--- src/rtl/core/desp_pkg.sv ---
// shared types and constants for the der signature parser
// no dependencies; imported by desp_step and der_ecdsa_signature_parser
`default_nettype none

package desp_pkg;

    localparam logic [7:0] TAG_SEQUENCE  = 8'h30;
    localparam logic [7:0] TAG_INTEGER   = 8'h02;
    localparam logic [7:0] LONG_FORM_BIT = 8'h80;
    localparam logic [7:0] SEEN_MAX      = 8'hff;

    typedef enum logic [2:0] {
        PH_SEQ_TAG = 3'd0,
        PH_SEQ_LEN = 3'd1,
        PH_R_TAG   = 3'd2,
        PH_R_LEN   = 3'd3,
        PH_R_DATA  = 3'd4,
        PH_S_TAG   = 3'd5,
        PH_S_LEN   = 3'd6,
        PH_S_DATA  = 3'd7
    } phase_t;

    typedef enum logic [1:0] {
        ST_OK        = 2'd0,
        ST_MALFORMED = 2'd1,
        ST_LONGFORM  = 2'd2
    } status_t;

    typedef enum logic [1:0] {
        ROLE_STRUCT  = 2'd0,
        ROLE_R       = 2'd1,
        ROLE_S       = 2'd2,
        ROLE_IGNORED = 2'd3
    } role_t;

    typedef struct packed {
        phase_t      phase;
        logic [6:0]  seq_len;
        logic [6:0]  remaining;
        logic [7:0]  seen;
        status_t     hdr_err;
        status_t     late_err;
    } parse_state_t;

    localparam parse_state_t STATE_RESET = '{
        phase:     PH_SEQ_TAG,
        seq_len:   7'd0,
        remaining: 7'd0,
        seen:      8'd0,
        hdr_err:   ST_OK,
        late_err:  ST_OK
    };

endpackage

`default_nettype wire

--- src/rtl/core/der_ecdsa_signature_parser.sv ---
// top level of the der signature parser: input register, parse step, result register
// depends on desp_pkg and desp_step
`default_nettype none

// Parses a DER encoded signature, SEQUENCE { INTEGER r, INTEGER s }, one byte
// per beat, with last_byte marking the final byte of a signature. Every byte
// comes back as one result beat carrying the byte itself and its role:
// structure (tags and lengths), r content, s content, or ignored (after an
// error or after s is complete). Only short-form lengths are supported. The
// result beat for the last byte has done_res set and carries the status: ok,
// malformed, or long-form length unsupported; status reads zero otherwise.
// After the last byte the parser is back in its reset state, ready for the
// next signature. The block takes one byte per cycle while out_stall is low:
// a byte is held in the input register, goes through the combinational phase
// update and lands in the result register, which holds it while out_stall
// is high and then also stalls the input. The phase, lengths and byte count
// are updated in that one step, which is what bounds the rate at one beat
// per cycle.
module der_ecdsa_signature_parser
    import desp_pkg::*;
(
    input  wire logic       clk,
    input  wire logic       rst_n,

    input  wire logic       in_valid,
    output logic            in_stall,
    input  wire logic [7:0] data_byte,
    input  wire logic       last_byte,

    output logic            out_valid,
    input  wire logic       out_stall,
    output logic [7:0]      value_byte,
    output logic [1:0]      byte_role,
    output logic            done_res,
    output logic [1:0]      status
);

    // input register
    logic       in_valid_reg;
    logic [7:0] in_byte_reg;
    logic       in_last_reg;

    // parse state
    parse_state_t state_reg;
    parse_state_t state_next;

    // result register
    logic       out_valid_reg;
    logic [7:0] out_byte_reg;
    role_t      out_role_reg;
    logic       out_done_reg;
    status_t    out_status_reg;

    role_t   step_role;
    status_t step_status;
    logic    advance;
    logic    in_take;

    // a byte moves on when the result register is empty or being drained
    assign advance  = in_valid_reg && (!out_valid_reg || !out_stall);
    assign in_stall = in_valid_reg && !advance;
    assign in_take  = in_valid && !in_stall;

    desp_step u_step (
        .cur       (state_reg),
        .data_byte (in_byte_reg),
        .last_byte (in_last_reg),
        .nxt       (state_next),
        .byte_role (step_role),
        .status    (step_status)
    );

    // input register control
    always_ff @(posedge clk or negedge rst_n)
    begin
        if (!rst_n)
        begin
            in_valid_reg <= 1'b0;
        end
        else if (in_take)
        begin
            in_valid_reg <= 1'b1;
        end
        else if (advance)
        begin
            in_valid_reg <= 1'b0;
        end
    end

    // input payload, no reset needed
    always_ff @(posedge clk)
    begin
        if (in_take)
        begin
            in_byte_reg <= data_byte;
            in_last_reg <= last_byte;
        end
    end

    // parse state advances once per byte handed to the result register
    always_ff @(posedge clk or negedge rst_n)
    begin
        if (!rst_n)
        begin
            state_reg <= STATE_RESET;
        end
        else if (advance)
        begin
            state_reg <= state_next;
        end
    end

    // result register control
    always_ff @(posedge clk or negedge rst_n)
    begin
        if (!rst_n)
        begin
            out_valid_reg <= 1'b0;
        end
        else if (advance)
        begin
            out_valid_reg <= 1'b1;
        end
        else if (!out_stall)
        begin
            out_valid_reg <= 1'b0;
        end
    end

    // result payload
    always_ff @(posedge clk)
    begin
        if (advance)
        begin
            out_byte_reg   <= in_byte_reg;
            out_role_reg   <= step_role;
            out_done_reg   <= in_last_reg;
            out_status_reg <= step_status;
        end
    end

    assign out_valid  = out_valid_reg;
    assign value_byte = out_byte_reg;
    assign byte_role  = out_role_reg;
    assign done_res   = out_done_reg;
    assign status     = out_status_reg;

    // status only shows on the final beat of a signature
    a_status_only_on_done: assert property (
        @(posedge clk) disable iff (!rst_n)
        (out_valid_reg && !out_done_reg) |-> (out_status_reg == ST_OK))
        else $error("nonzero status on a beat that is not the last");

    // a final byte returns the parser to its reset state
    a_reset_after_last: assert property (
        @(posedge clk) disable iff (!rst_n)
        (advance && in_last_reg) |=> (state_reg == STATE_RESET))
        else $error("parse state not cleared after the last byte");

    // state only changes when a byte goes through
    a_state_holds: assert property (
        @(posedge clk) disable iff (!rst_n)
        !advance |=> $stable(state_reg))
        else $error("parse state changed without a byte");

    // a byte waiting in the input register is never overwritten
    a_no_overrun: assert property (
        @(posedge clk) disable iff (!rst_n)
        (in_valid_reg && !advance) |-> in_stall)
        else $error("input register not protected while blocked");

endmodule

`default_nettype wire

--- src/rtl/core/desp_step.sv ---
// one-byte step of the der parse: next state, byte role and final status
// depends on desp_pkg
`default_nettype none

module desp_step
    import desp_pkg::*;
(
    input  parse_state_t cur,
    input  logic [7:0]   data_byte,
    input  logic         last_byte,
    output parse_state_t nxt,
    output role_t        byte_role,
    output status_t      status
);

    parse_state_t upd;
    logic [7:0]   len_plus_two;

    always_comb
    begin
        upd       = cur;
        byte_role = ROLE_STRUCT;
        if (cur.seen != SEEN_MAX)
        begin
            upd.seen = cur.seen + 8'd1;
        end

        if (cur.hdr_err != ST_OK || cur.late_err != ST_OK)
        begin
            byte_role = ROLE_IGNORED;
        end
        else
        begin
            unique case (cur.phase)
                PH_SEQ_TAG:
                begin
                    if (data_byte != TAG_SEQUENCE) upd.hdr_err = ST_MALFORMED;
                    else upd.phase = PH_SEQ_LEN;
                end
                PH_SEQ_LEN:
                begin
                    if ((data_byte & LONG_FORM_BIT) != 8'd0)
                    begin
                        upd.hdr_err = ST_LONGFORM;
                    end
                    else
                    begin
                        upd.seq_len = data_byte[6:0];
                        upd.phase   = PH_R_TAG;
                    end
                end
                PH_R_TAG, PH_S_TAG:
                begin
                    if (data_byte != TAG_INTEGER) upd.late_err = ST_MALFORMED;
                    else if (cur.phase == PH_R_TAG) upd.phase = PH_R_LEN;
                    else upd.phase = PH_S_LEN;
                end
                PH_R_LEN, PH_S_LEN:
                begin
                    if ((data_byte & LONG_FORM_BIT) != 8'd0)
                    begin
                        upd.late_err = ST_LONGFORM;
                    end
                    else
                    begin
                        upd.remaining = data_byte[6:0];
                        if (cur.phase == PH_S_LEN) upd.phase = PH_S_DATA;
                        else if (data_byte == 8'd0) upd.phase = PH_S_TAG;
                        else upd.phase = PH_R_DATA;
                    end
                end
                PH_R_DATA:
                begin
                    byte_role     = ROLE_R;
                    upd.remaining = cur.remaining - 7'd1;
                    if (cur.remaining == 7'd1) upd.phase = PH_S_TAG;
                end
                PH_S_DATA:
                begin
                    if (cur.remaining == 7'd0)
                    begin
                        upd.late_err = ST_MALFORMED;
                        byte_role    = ROLE_IGNORED;
                    end
                    else
                    begin
                        upd.remaining = cur.remaining - 7'd1;
                        byte_role     = ROLE_S;
                    end
                end
            endcase
        end
    end

    assign len_plus_two = {1'b0, upd.seq_len} + 8'd2;

    // status order: header, still in header, length mismatch, later, incomplete
    always_comb
    begin
        status = ST_OK;
        if (last_byte)
        begin
            if (upd.hdr_err != ST_OK) status = upd.hdr_err;
            else if (upd.phase == PH_SEQ_TAG || upd.phase == PH_SEQ_LEN)
                status = ST_MALFORMED;
            else if (len_plus_two != upd.seen) status = ST_MALFORMED;
            else if (upd.late_err != ST_OK) status = upd.late_err;
            else if (upd.phase != PH_S_DATA || upd.remaining != 7'd0)
                status = ST_MALFORMED;
            else status = ST_OK;
        end
    end

    assign nxt = last_byte ? STATE_RESET : upd;

endmodule

`default_nettype wire
--- config.mk ---
export PLATFORM = sky130hd
export DESIGN_NAME = der_ecdsa_signature_parser
export DESIGN_NICKNAME = d
export VERILOG_FILES = /design/src/rtl/core/desp_pkg.sv /design/src/rtl/core/der_ecdsa_signature_parser.sv /design/src/rtl/core/desp_step.sv
export SDC_FILE = /design/constraint.sdc
export NUM_CORES = 1
export LEC_CHECK = 0
export BUFFER_PORTS_ARGS = -buffer_cell sky130_fd_sc_hd__clkbuf_2
export CAP_MARGIN = 20
export CELL_PAD_IN_SITES_DETAIL_PLACEMENT = 0
export CELL_PAD_IN_SITES_GLOBAL_PLACEMENT = 1
export CORE_UTILIZATION = 46
export DETAILED_ROUTE_END_ITERATION = 8
export HOLD_SLACK_MARGIN = 0.15
export PLACE_DENSITY_LB_ADDON = 0.1
export SYNTH_ARGS = -nofsm -noshare
export SYNTH_HDL_FRONTEND = slang
export SYNTH_SLANG_ARGS = --single-unit
--- constraint.sdc ---
create_clock -name clk -period 3.5 [get_ports clk]
set_input_delay 0.35 -clock clk [delete_from_list [all_inputs] [get_ports clk]]
set_output_delay 0.35 -clock clk [all_outputs]
set_load 0.02 [all_outputs]
==> key figures <==
Critical path
  – Setup Crit Path Kind: reg2reg
  – Reg-to-reg setup timing slack: roughly 540 ps
  – Reg2reg path depth: 9
  – Worst Path Arrival: ~3000 ps
  – Setup crit start kind: flip-flop
  – Worst-path fanout max: 16
  – Crit Reg-Reg Startpoint: state_reg[3]
  – CP Data Required Time: about 3600 ps
  – Worst flop-to-flop path endpoint: status[0]
  – Critical Path End Type: flip-flop

STA
  – Final hold violations: 0
  – Period minus WS final: about 3000 ps
  – Total Neg Setup Slack: 0 ps
  – Max_slew headroom: 0.411
  – Final setup violation count: 0
  – Worst Clk Skew: a little over 7 ps
  – Period utilization: 0.844
  – Fmax: 338 MHz
  – Pins Over Slew Limit: 0
  – Hold Worst Slack: just under 200 ps
  – RSZ-0062 raised after global routing: false
  – Slew @ Worst Pin: ~900 ps

Die
  – Die Height: approximately 85 um
  – Chip Width: roughly 85 um
  – DIE AREA: 7180 um^2
  – Cell Rows: 29
  – CORE AREA: about 6500 um^2
  – Initial Util: 0.485
  – # IOs: 28

Yosys
  – Syn Area/Cell: around 9.5 um^2
  – Area contributors post-synth: dfrtp_1 (25%), edfxtp_1 (21%), nand2_1 (4.7%)
  – Mapped Cells: 331
  – Post-synth top cells: nand2_1 (39), dfrtp_1 (31), o21ai_0 (29)
  – Sequential area share after synthesis: 0.456
  – Syn nets: between 300 and 400
  – Ys flop type: dfrtp_1
  – Ys Warns: 0
  – Yosys cell types: 58
  – Area share of the largest cell type after synthesis: 0.246
  – Number of synthesized flops with an enable pin: 22
  – Mapped Area: about 3100 um^2
  – FFs w/ async S/R, synth: 0.585
  – Synth area leader: dfrtp_1
  – Yosys reg bits: 53
  – Most common cell in the netlist: nand2_1

Layout
  – Max reg flops: 29
  – P&R area growth vs syn: 11.0%
  – Diodes inserted: 0
  – Layout cells sized above 1: 0.154
  – FILL cells: 579
  – Fin nets: roughly 370

Worst hold path
  – Worst hold path class: in2reg
  – HP Start: data_byte[0]
  – Hold EP: in_byte_reg[0]
  – Cells on Worst Hold Path: 1

Detailed routing
  – Initial DRC count: around 200
  – First drt pass iteration count: 6
  – Vias after detailed routing: roughly 2.6k
  – Drt total wl: between 7000 and 8000 um
  – Post-DRT Antenna Nets: 0
  – DR WL/cell: between 15 and 20 um
  – Via density: slightly above 6
  – DRC violations left: 2

Job
  – MaxCap Viol Count: 0

Place
  – Placer Congestion: 0.836
  – HPWL after DPL: 5580 um
  – I/O Buffers: 27

Clock network
  – Post-CTS sizing: 0
  – H-tree levels: 2
  – # Post-CTS Setup Buffers: 0
  – Num CTS Buffers: 5
  – CTS tree: built
  – CTS Sinks: 53
  – Root buffer cell: clkbuf_8
  – Worst-case clock buffer depth: 2
  – Clock-pin transition on the worst setup and hold timing paths: around 100 ps
  – Worst-Skew Late Latency: roughly 320 ps

Power
  – Lkg Pwr: approximately 1.4 nW
  – Pwr Density: 573 nW/um^2
  – Max VDD drop: 0.281 mV

Run status
  – Violated checks: design-rule violations
  – Outcome: complete, but fails checks

GRT
  – Antenna violations before repair: 0
  – Grt total ovfl: 0
  – Met1 track demand over resource: 0.322
  – GR Util met3: 0.0305
  – GRT Total Usage: 0.236
  – GR Util met2: 0.387
  – Largest net degree at the start of global routing: 32
  – Vias in the first global route: 2476
  – GR peak layer: met2
  – First-pass GRT wire length: roughly 13000 um
worst max path at each step:
stage / start / end / slack (ps) / cells past startpoint
after floorplan: state_reg[3] / status[0] / 570 / 11
after global placement: state_reg[3] / status[0] / 570 / 9
after detailed placement: state_reg[3] / status[0] / 560 / 10
after CTS: state_reg[3] / status[0] / 550 / 10
after global routing: state_reg[3] / status[0] / 180 / 9
final: state_reg[3] / status[0] / 540 / 9
layout make-up:
| type | count | area, um^2 | share of cell area |
|---|---|---|---|
| well taps | 77 | 96.3 | 0.0276 |
| clock buffers | 6 | 93.8 | 0.0269 |
| inverters | 10 | 37.5 | 0.0107 |
| clock inverters | 2 | 20.0 | 0.00573 |
| multi-input cells | 248 | 1600 | 0.457 |
| repair buffers | 37 | 213 | 0.0609 |
| flip-flops and latches | 53 | 1440 | 0.411 |
cells in the final DEF (no fill, tap or decap), types with 3 or more instances in the layout:
master	Yosys	layout
nand2_1	39	39
dfrtp_1	31	31
o21ai_0	29	29
clkbuf_2	0	27
edfxtp_1	22	22
a21oi_1	21	21
nor2_1	19	19
xnor2_1	12	12
inv_1	10	10
nor3_1	9	9
a22o_1	9	9
buf_4	0	9
nand2b_1	8	8
nand3_1	7	7
mux2i_1	6	6
a22oi_1	5	5
clkbuf_8	0	5
and2_1	4	4
a31oi_1	4	4
and3_1	4	4
xor2_1	4	4
ha_1	4	4
mux2_2	3	3
nor4_1	3	3
nor4b_1	3	3
a211oi_1	3	3
nand3b_1	3	3
nand4_1	3	3
or4_1	3	3
a31o_2	3	3
o311ai_0	3	3
and4_1	3	3
o21a_1	3	3
metal layers:
| layer | share of wire | wire (um) |
|---|---|---|
| met5 | 0 | 0 |
| met4 | 0.021 | 165 |
| met1 | 0.46 | 3610 |
| met2 | 0.49 | 3840 |
| met3 | 0.036 | 283 |
logic make-up (layout without fill, tap and decap cells):
group,count (synthesis),in the layout,synth area share
AND/OR/NAND/NOR,118,118,0.203
flip-flops,53,53,0.456
XOR/XNOR,16,16,0.0445
buffers and inverters,30,55,0.0366
multiplexers,10,10,0.0370
AO/OA/AOI/OAI,100,100,0.206
adder cells (fa/ha/maj),4,4,0.0159
power breakdown:
group | switching, W | internal (W) | leakage [nW] | total (W)
sequential | 0.0000989 | 0.000745 | 0.628 | 0.000843
combinational | 0.000458 | 0.000289 | 0.740 | 0.000747
clock | 0.000220 | 0.000191 | 0.0584 | 0.000411
through the flow:
step	utilization	setup slack [ps]	area, um^2	instances	power [W]
3_3_place_gp	0.519	575	3370	424	0.00160
6_report	0.538	544	3490	433	0.00200
3_5_place_dp	0.519	555	3370	424	0.00160
4_1_cts	0.538	547	3490	433	0.00200
5_1_grt	0.538	179	3490	433	0.00212
2_1_floorplan	-	571	3150	331	0.00140
worst max-delay path, cell delays in order, from the launching register on:
cell       delay (ps)
dfrtp_1           440
nor4_4            370
buf_4             290
o2111ai_1         340
nor3_1            280
o21ai_0           180
nor4_1            250
nand3b_1          110
o41ai_1           300
a31oi_1           130
what timing repair did:
| action | in CTS | in global routing |
|---|---|---|
| endpoints found under the setup margin | 0 | 0 |
| hold buffers | 1 | 0 |
| endpoints found under the hold margin | 13 | 0 |
No activity file was read; power rests on OpenSTA's default activity.
